### src/sv/pbd_pkg.sv
// Shared types, constants and result codes for the PackBits block decoder.
// No dependencies; every other file of the decoder refers to this package.
package pbd_pkg;

  localparam int BLOCK_BYTES_DEF = 2048;
  localparam int QUEUE_DEPTH_DEF = 4;
  localparam int WORD_BYTES      = 8;

  localparam logic [7:0] CTRL_RESERVED = 8'd128;
  localparam logic [8:0] REP_BASE      = 9'd257;

  localparam logic [2:0] ERR_NONE      = 3'd0;
  localparam logic [2:0] ERR_CODE128   = 3'd1;
  localparam logic [2:0] ERR_OVER_RAW  = 3'd2;
  localparam logic [2:0] ERR_LIT_TRUNC = 3'd3;
  localparam logic [2:0] ERR_NO_REPEAT = 3'd4;
  localparam logic [2:0] ERR_SHORT     = 3'd5;

  typedef struct packed {
    logic [7:0]  data_byte;
    logic [11:0] encoded_length;
    logic [11:0] raw_length;
  } in_t;

  typedef struct packed {
    logic [63:0] data_word;
    logic [3:0]  byte_count;
    logic        last_of_run;
    logic        block_done;
    logic [2:0]  error_code;
  } out_t;

  // One queued job: emit len copies of value (len 0 gives an empty result).
  typedef struct packed {
    logic [7:0] value;
    logic [7:0] len;
    logic       done;
    logic [2:0] err;
  } job_t;

endpackage

### src/sv/pbd_front.sv
// Front end of the PackBits block decoder: parses control bytes, tracks block state.
// Emits one job per encoded byte that yields results. Depends on pbd_pkg.
module pbd_front #(
  parameter int BLOCK_BYTES = pbd_pkg::BLOCK_BYTES_DEF
) (
  input  logic          clk_i,
  input  logic          rst_ni,
  input  logic          accept_i,
  input  pbd_pkg::in_t  in_i,
  output logic          push_o,
  output pbd_pkg::job_t job_o
);

  localparam int LW = $clog2(BLOCK_BYTES + 1);

  localparam logic [1:0] PH_CTRL = 2'd0;
  localparam logic [1:0] PH_LIT  = 2'd1;
  localparam logic [1:0] PH_REP  = 2'd2;
  localparam logic [1:0] PH_SKIP = 2'd3;

  logic [1:0]    phase_q, phase_d;
  logic [7:0]    lit_left_q, lit_left_d;
  logic [7:0]    rep_cnt_q, rep_cnt_d;
  logic [LW-1:0] pos_q, pos_d;
  logic [LW-1:0] dec_q, dec_d;
  logic [LW-1:0] enc_len_q, enc_len_d;
  logic [LW-1:0] raw_len_q, raw_len_d;

  logic [LW-1:0] enc_len, raw_len, pos_n;
  logic [8:0]    n_w;
  logic [7:0]    n;
  logic [7:0]    b;
  logic [2:0]    err;
  logic          done;
  logic          has_data;
  logic [7:0]    data_len;

  function automatic logic [LW-1:0] clamp_len(input logic [11:0] v);
    logic [LW-1:0] r;
    if (v == 12'd0) begin
      r = LW'(1);
    end else if (32'(v) > 32'(BLOCK_BYTES)) begin
      r = LW'(BLOCK_BYTES);
    end else begin
      r = LW'(v);
    end
    return r;
  endfunction

  assign b = in_i.data_byte;
  assign n_w = (b < pbd_pkg::CTRL_RESERVED) ? ({1'b0, b} + 9'd1)
                                            : (pbd_pkg::REP_BASE - {1'b0, b});
  assign n = n_w[7:0];

  always_comb begin
    phase_d    = phase_q;
    lit_left_d = lit_left_q;
    rep_cnt_d  = rep_cnt_q;
    pos_d      = pos_q;
    dec_d      = dec_q;
    enc_len_d  = enc_len_q;
    raw_len_d  = raw_len_q;
    err        = pbd_pkg::ERR_NONE;
    done       = 1'b0;
    has_data   = 1'b0;
    data_len   = 8'd0;
    push_o     = 1'b0;
    job_o      = '0;

    enc_len = enc_len_q;
    raw_len = raw_len_q;
    if (phase_q == PH_CTRL && pos_q == '0) begin
      enc_len = clamp_len(in_i.encoded_length);
      raw_len = clamp_len(in_i.raw_length);
    end
    pos_n = pos_q + LW'(1);

    if (accept_i && phase_q == PH_SKIP) begin
      // Drop the rest of a failed block without results.
      pos_d = pos_n;
      if (pos_n >= enc_len_q) begin
        phase_d   = PH_CTRL;
        pos_d     = '0;
        dec_d     = '0;
        enc_len_d = '0;
        raw_len_d = '0;
      end
    end else if (accept_i) begin
      enc_len_d = enc_len;
      raw_len_d = raw_len;
      pos_d     = pos_n;
      unique case (phase_q)
        PH_CTRL: begin
          if (b == pbd_pkg::CTRL_RESERVED) begin
            err = pbd_pkg::ERR_CODE128;
          end else if (({1'b0, dec_q} + (LW + 1)'(n)) > {1'b0, raw_len}) begin
            err = pbd_pkg::ERR_OVER_RAW;
          end else if (b < pbd_pkg::CTRL_RESERVED) begin
            if (({1'b0, pos_n} + (LW + 1)'(n)) > {1'b0, enc_len}) begin
              err = pbd_pkg::ERR_LIT_TRUNC;
            end else begin
              lit_left_d = n;
              phase_d    = PH_LIT;
            end
          end else begin
            if (pos_n >= enc_len) begin
              err = pbd_pkg::ERR_NO_REPEAT;
            end else begin
              rep_cnt_d = n;
              phase_d   = PH_REP;
            end
          end
        end
        PH_LIT: begin
          has_data = 1'b1;
          data_len = 8'd1;
          dec_d    = dec_q + LW'(1);
          if (lit_left_q != 8'd0) begin
            lit_left_d = lit_left_q - 8'd1;
          end
          if (lit_left_d == 8'd0) begin
            phase_d = PH_CTRL;
          end
        end
        PH_REP: begin
          has_data  = 1'b1;
          data_len  = rep_cnt_q;
          dec_d     = dec_q + LW'(rep_cnt_q);
          rep_cnt_d = 8'd0;
          phase_d   = PH_CTRL;
        end
        default: begin
        end
      endcase

      done = (err != pbd_pkg::ERR_NONE) || (phase_d == PH_CTRL && pos_n >= enc_len);
      if (done && err == pbd_pkg::ERR_NONE && dec_d != raw_len) begin
        err = pbd_pkg::ERR_SHORT;
      end

      push_o      = has_data || done;
      job_o.value = has_data ? b : 8'd0;
      job_o.len   = data_len;
      job_o.done  = done;
      job_o.err   = err;

      if (done) begin
        lit_left_d = 8'd0;
        rep_cnt_d  = 8'd0;
        if (err != pbd_pkg::ERR_NONE && pos_n < enc_len) begin
          phase_d = PH_SKIP;
        end else begin
          phase_d   = PH_CTRL;
          pos_d     = '0;
          dec_d     = '0;
          enc_len_d = '0;
          raw_len_d = '0;
        end
      end
    end
  end

  always_ff @(posedge clk_i or negedge rst_ni) begin
    if (!rst_ni) begin
      phase_q    <= PH_CTRL;
      lit_left_q <= '0;
      rep_cnt_q  <= '0;
      pos_q      <= '0;
      dec_q      <= '0;
      enc_len_q  <= '0;
      raw_len_q  <= '0;
    end else begin
      phase_q    <= phase_d;
      lit_left_q <= lit_left_d;
      rep_cnt_q  <= rep_cnt_d;
      pos_q      <= pos_d;
      dec_q      <= dec_d;
      enc_len_q  <= enc_len_d;
      raw_len_q  <= raw_len_d;
    end
  end

endmodule

### src/sv/pbd_queue.sv
// Short job queue between the front end and the word generator of the decoder.
// Depends on pbd_pkg for the job type.
module pbd_queue #(
  parameter int DEPTH = pbd_pkg::QUEUE_DEPTH_DEF
) (
  input  logic          clk_i,
  input  logic          rst_ni,
  input  logic          push_i,
  input  pbd_pkg::job_t job_i,
  input  logic          pop_i,
  output logic          full_o,
  output logic          valid_o,
  output pbd_pkg::job_t head_o
);

  localparam int PW = (DEPTH > 1) ? $clog2(DEPTH) : 1;
  localparam int CW = $clog2(DEPTH + 1);

  pbd_pkg::job_t entries_q [DEPTH];
  logic [PW-1:0] wr_ptr_q, rd_ptr_q;
  logic [CW-1:0] count_q;

  function automatic logic [PW-1:0] next_ptr(input logic [PW-1:0] p);
    logic [PW-1:0] r;
    if (p == PW'(DEPTH - 1)) begin
      r = '0;
    end else begin
      r = p + PW'(1);
    end
    return r;
  endfunction

  assign full_o  = (count_q == CW'(DEPTH));
  assign valid_o = (count_q != '0);
  assign head_o  = entries_q[rd_ptr_q];

  always_ff @(posedge clk_i) begin
    if (push_i) begin
      entries_q[wr_ptr_q] <= job_i;
    end
  end

  always_ff @(posedge clk_i or negedge rst_ni) begin
    if (!rst_ni) begin
      wr_ptr_q <= '0;
      rd_ptr_q <= '0;
      count_q  <= '0;
    end else begin
      if (push_i) begin
        wr_ptr_q <= next_ptr(wr_ptr_q);
      end
      if (pop_i) begin
        rd_ptr_q <= next_ptr(rd_ptr_q);
      end
      if (push_i && !pop_i) begin
        count_q <= count_q + CW'(1);
      end else if (!push_i && pop_i) begin
        count_q <= count_q - CW'(1);
      end
    end
  end

endmodule

### src/sv/pbd_back.sv
// Back end of the decoder: expands queued jobs into result words and holds the output register.
// Depends on pbd_pkg for the job and result types.
module pbd_back (
  input  logic          clk_i,
  input  logic          rst_ni,
  input  logic          head_valid_i,
  input  pbd_pkg::job_t head_i,
  output logic          pop_o,
  output logic          out_valid_o,
  input  logic          out_stall_i,
  output pbd_pkg::out_t out_data_o
);

  logic [3:0]    idx_q;
  logic [7:0]    rem;
  logic          last;
  logic [3:0]    cnt;
  logic [63:0]   word;
  logic          load;
  logic          out_valid_q;
  pbd_pkg::out_t out_q;

  assign rem  = head_i.len - {1'b0, idx_q, 3'b000};
  assign last = (rem <= 8'(pbd_pkg::WORD_BYTES));
  assign cnt  = last ? rem[3:0] : 4'(pbd_pkg::WORD_BYTES);

  always_comb begin
    for (int i = 0; i < pbd_pkg::WORD_BYTES; i++) begin
      word[8*i +: 8] = (4'(i) < cnt) ? head_i.value : 8'd0;
    end
  end

  assign load  = head_valid_i && (!out_valid_q || !out_stall_i);
  assign pop_o = load && last;

  always_ff @(posedge clk_i) begin
    if (load) begin
      out_q.data_word   <= word;
      out_q.byte_count  <= cnt;
      out_q.last_of_run <= last;
      out_q.block_done  <= last && head_i.done;
      out_q.error_code  <= last ? head_i.err : pbd_pkg::ERR_NONE;
    end
  end

  always_ff @(posedge clk_i or negedge rst_ni) begin
    if (!rst_ni) begin
      idx_q       <= '0;
      out_valid_q <= 1'b0;
    end else begin
      if (load) begin
        idx_q <= last ? 4'd0 : idx_q + 4'd1;
      end
      if (load) begin
        out_valid_q <= 1'b1;
      end else if (!out_stall_i) begin
        out_valid_q <= 1'b0;
      end
    end
  end

  assign out_valid_o = out_valid_q;
  assign out_data_o  = out_q;

endmodule

### src/sv/packbits_block_decoder.sv
// Top level of the PackBits block decoder: front end, job queue and word generator.
// Depends on pbd_pkg, pbd_front, pbd_queue and pbd_back.
//
// Usage: the input channel carries one encoded byte per transaction, together
// with the block's encoded and decoded lengths, which are sampled only on the
// first byte of each block. The output channel carries decoded results: a
// literal byte gives one single-byte result, a repeat run gives up to sixteen
// 8-byte words, and a block end or error gives a flag on the last result.
// Both channels use valid/stall; a transaction completes when valid is high
// and stall is low.
// Throughput: one encoded byte per cycle while results keep up. The limit is
// the word generator, which emits one result per cycle when not stalled, so
// a repeat of n bytes occupies it for ceil(n/8) results and the input stalls
// once the job queue fills behind it.
// With the queue empty, the job for an input byte is written into the queue at
// the edge that accepts the byte; the output register then takes its result.
// Reset clears the block state, empties the queue and drops any pending
// result; the next byte starts a new block. When the receiver stalls, the
// output register holds its result, the queue absorbs a few more jobs and
// then the input channel stalls in turn.
module packbits_block_decoder #(
  parameter int BLOCK_BYTES = pbd_pkg::BLOCK_BYTES_DEF,
  parameter int QUEUE_DEPTH = pbd_pkg::QUEUE_DEPTH_DEF
) (
  input  logic          clk_i,
  input  logic          rst_ni,
  input  logic          in_valid_i,
  output logic          in_stall_o,
  input  pbd_pkg::in_t  in_data_i,
  output logic          out_valid_o,
  input  logic          out_stall_i,
  output pbd_pkg::out_t out_data_o
);

  logic          q_full;
  logic          q_valid;
  logic          q_push;
  logic          q_pop;
  logic          accept;
  pbd_pkg::job_t push_job;
  pbd_pkg::job_t head_job;

  // A byte is taken whenever the queue has room, even if it yields no job.
  assign in_stall_o = q_full;
  assign accept     = in_valid_i && !q_full;

  pbd_front #(
    .BLOCK_BYTES(BLOCK_BYTES)
  ) u_front (
    .clk_i   (clk_i),
    .rst_ni  (rst_ni),
    .accept_i(accept),
    .in_i    (in_data_i),
    .push_o  (q_push),
    .job_o   (push_job)
  );

  pbd_queue #(
    .DEPTH(QUEUE_DEPTH)
  ) u_queue (
    .clk_i  (clk_i),
    .rst_ni (rst_ni),
    .push_i (q_push),
    .job_i  (push_job),
    .pop_i  (q_pop),
    .full_o (q_full),
    .valid_o(q_valid),
    .head_o (head_job)
  );

  pbd_back u_back (
    .clk_i       (clk_i),
    .rst_ni      (rst_ni),
    .head_valid_i(q_valid),
    .head_i      (head_job),
    .pop_o       (q_pop),
    .out_valid_o (out_valid_o),
    .out_stall_i (out_stall_i),
    .out_data_o  (out_data_o)
  );

  // The front end only produces jobs for accepted bytes, so never into a full queue.
  assert property (@(posedge clk_i) disable iff (!rst_ni) q_full |-> !q_push)
    else $error("job pushed into a full queue");

  // A job is retired only when one is present.
  assert property (@(posedge clk_i) disable iff (!rst_ni) q_pop |-> q_valid)
    else $error("job popped from an empty queue");

  // Errors and block ends ride only on a job's final result, with block_done set.
  assert property (@(posedge clk_i) disable iff (!rst_ni)
      out_valid_o && (out_data_o.error_code != pbd_pkg::ERR_NONE || out_data_o.block_done)
      |-> out_data_o.last_of_run && out_data_o.block_done)
    else $error("error or block end flagged off the final result");

  // A result never claims more bytes than a word holds.
  assert property (@(posedge clk_i) disable iff (!rst_ni)
      out_valid_o |-> out_data_o.byte_count <= 4'(pbd_pkg::WORD_BYTES))
    else $error("result byte count exceeds the word size");

endmodule

### config.mk
export PLATFORM = sky130hd
export DESIGN_NAME = packbits_block_decoder
export DESIGN_NICKNAME = d
export VERILOG_FILES = /design/src/sv/pbd_pkg.sv /design/src/sv/pbd_front.sv /design/src/sv/pbd_queue.sv /design/src/sv/pbd_back.sv /design/src/sv/packbits_block_decoder.sv
export SDC_FILE = /design/constraint.sdc
export NUM_CORES = 1
export LEC_CHECK = 0
export ABC_AREA = 1
export BUFFER_PORTS_ARGS = -buffer_cell sky130_fd_sc_hd__buf_4
export CELL_PAD_IN_SITES_DETAIL_PLACEMENT = 0
export CELL_PAD_IN_SITES_GLOBAL_PLACEMENT = 1
export CORE_MARGIN = 2
export CORE_UTILIZATION = 42
export DETAILED_ROUTE_END_ITERATION = 10
export PLACE_DENSITY_LB_ADDON = 0.1
export SETUP_SLACK_MARGIN = 0.2
export SLEW_MARGIN = 20
export SYNTH_ARGS = -nofsm -noshare
export SYNTH_HDL_FRONTEND = slang
export SYNTH_SLANG_ARGS = --single-unit
### constraint.sdc
create_clock -name clk_i -period 4.84 [get_ports clk_i]
set_clock_uncertainty 0.15 [all_clocks]
set_input_delay 0.968 -clock clk_i [delete_from_list [all_inputs] [get_ports clk_i]]
set_output_delay 0.968 -clock clk_i [all_outputs]
set_load 0.05 [all_outputs]
==> results.yml <==
sta:
  fmax_mhz: 182
  period_needed_ns: 5.49
  layout_setup_ws_ns: -0.650
  hold_viol: 0
  worst_slew_pin_slew_ns: 0.923
  rsz0062_at_grt: "true"
  finalSetupTns_ns: -57.24
  final.period_utilization_pct: 113
  relSlewSlack_pct: 38.4
  maxSlewViolCount: 0
  final-setup-viol-count: 163
synth:
  netlist-cell-type-count: 55
  ys_warn_count: 0
  seq_area_frac_synth_pct: 47.8
  syn_avg_cell_area_sq_um: 8.85
  syn_area_sq_um: 13700
  synth_ff_type: "edfxtp_1"
  syn-num-nets: 1685
  ys_ff_latch: 231
  synth_edf_count: 153
  async_flop_share_pct: 33.8
  syn_inst: 1549
cells_and_area:
  final_common_cell: "buf_4"
  nNetsFinal: 2034
  areaGrowthSynthToFinish_pct: 35.3
  final_cell_mix: "buf_4, nand2_1, inv_1"
  antenna_cells: 0
  layout-drive-gt1-share_pct: 30.0
detailed_routing:
  num_vias: 11600
  antenna_left: 0
  drc: 0
  drt-total-wl_mm: 37.7
  drt-initial-drc-count: 591
  dr.pass1.iters: 5
  wl_per_cell_um: 16.0
  vias_per_cell: 4.90
die:
  fp.dieW_um: 185
  placementRows: 66
  die_area_sq_um: 34100
  die_y_um: 185
  core_area_sq_um: 32400
  top_level_ports: 111
  start_util_pct: 42.4
worst_setup_path:
  path_max_fanout: 3
  crit_path_end_kind: "flip-flop"
  cp.required_ns: 5.10
  cp_common_cell: "nand2_2"
  arrival_ns: 5.75
  cpMaxStageDelayCell: "fa_2"
  path_class: "in2reg"
  critPathLaunchType: "input port"
  cp_slowest_stage_delay_ns: 0.43
clock_network:
  clkTransAtPathRegs_ns: 0.06
  clk_latency_ns: 0.53
  clockBufferDepth: 3
  clock_sinks: 231
  h-tree-depth: 1
  cts_inserted_buffers: 26
  holdBufCountCts: 0
  cts_tree: "done"
  ctsRootBufferMaster: "clkbuf_16"
global_route:
  grt-ovfl-total: 0
  antenna_found_initial: 0
  grt_max_degree: 61
  grt_first_pass_wirelength_mm: 60.1
  grt_pass1_vias: 11600
  groute.usage.overall_pct: 22.4
place:
  place_congestion: 0.851
  io_buffers: 110
  dp.final_hpwl_mm: 27.6
run_status:
  outcome: "finished with violations"
  failed_checks: "negative setup slack"
min_path:
  hold_path.class: "reg2reg"
run:
  maxCapViolations: 0
-- final timing paths --
path | from | to | slack, ns | cells past startpoint
max | in_data_i[28] | u_queue.count_q[1]$_DFFE_PN0P_ | -0.65 | 36
min | u_front.rep_cnt_q[7]$_DFFE_PN0P_ | u_front.rep_cnt_q[7]$_DFFE_PN0P_ | 0.33 | 2
max reg2reg | u_front.pos_q[0]$_DFFE_PN0P_ | u_queue.count_q[1]$_DFFE_PN0P_ | -0.37 | 33
min reg2reg | u_front.rep_cnt_q[7]$_DFFE_PN0P_ | u_front.rep_cnt_q[7]$_DFFE_PN0P_ | 0.33 | 2
max in group asynchronous | rst_ni | u_front.enc_len_q[3]$_DFFE_PN0P_ | 3.23 | 2
min in group asynchronous | rst_ni | u_back.idx_q[3]$_DFFE_PN0P_ | 0.39 | 1
-- state kept, by name, indices dropped and copies added, names as in the netlist, 2 cells and up --
name and cells:
u_front.lit_left_q 8, u_front.phase_q 2, u_queue.rd_ptr_q 2, u_back.out_data_o 73
u_queue.count_q 3, u_back.idx_q 4, u_front.dec_q 12, u_front.enc_len_q 12
u_front.pos_q 12, u_front.rep_cnt_q 8, u_queue.entries_q 80, u_front.raw_len_q 12
u_queue.wr_ptr_q 2
-- metrics by stage --
step / cell area (sq um) / worst slack (ns) / hold WS [ns] / cells / util, %
global route: 18500 / -0.898 / 0.373 / 2360 / 57.3
global placement: 16600 / -1.33 / 0.314 / 2257 / 51.3
CTS: 18200 / -0.529 / 0.337 / 2351 / 56.4
floorplan: 13900 / -0.955 / 0.300 / 1549 / -
finish: 18500 / -0.650 / 0.334 / 2360 / 57.3
detailed placement: 16600 / -1.43 / 0.320 / 2257 / 51.3
-- cell type report --
type / count / area, sq um
multi-input combinational: 1045 / 6600
fill: 2933 / 13800
inverter: 237 / 912
timing repair buffer: 357 / 3000
clock buffer: 36 / 779
sequential: 231 / 6550
tap: 442 / 553
clock inverter: 12 / 151
-- cells in the mapped netlist, drive strengths merged (15+ instances only) --
master | number | area, sq um
xnor2 | 15 | 131
o22ai | 25 | 163
edfxtp | 153 | 4590
xor2 | 33 | 289
nand2 | 332 | 1360
buf | 16 | 116
nand4 | 28 | 194
o21ai | 105 | 612
dfrtp | 78 | 1950
clkbuf | 20 | 75.1
inv | 233 | 880
nand3 | 85 | 460
a32oi | 18 | 158
nor2 | 185 | 719
a21oi | 74 | 370
ha | 95 | 1190
-- worst max-delay path: cells and delay by family --
family	cells	cell delay (ns)
buffers and inverters	7	0.64
muxes	1	0.28
AOI/OAI and AO/OA	5	0.81
xor gates and xnor gates	2	0.33
and+or+nand+nor	17	1.49
adders and majority gates	4	1.22
-- routing by layer --
metal	GRT usage, %	wire, um	vias up
met5	0	0	-
met4	5.30	776	0
met3	2.61	1420	43
met2	40.9	19000	227
met1	28.2	16500	5433
li1	-	-	5857
-- logic make-up (layout without fill, tap and decap cells) --
logic type | count (synthesis) | after routing | share of synthesized area [%]
fa+ha+maj | 100 | 100 | 9.40
mux | 1 | 1 | 0.0821
xor+xnor | 48 | 48 | 3.07
compound gates | 244 | 244 | 10.8
buf+inv | 273 | 642 | 7.92
flops | 231 | 231 | 47.8
simple gates | 652 | 652 | 21.0
-- timing repair --
action,4_1_cts,5_1_grt
buffers inserted,41,9
gates resized for setup,60,63
pin swaps,55,42
setup endpoints to repair,163,163
cloned,5,0
Power is not shown: default switching activity piles up to over one toggle a cycle in this logic, so the estimate is an artifact.
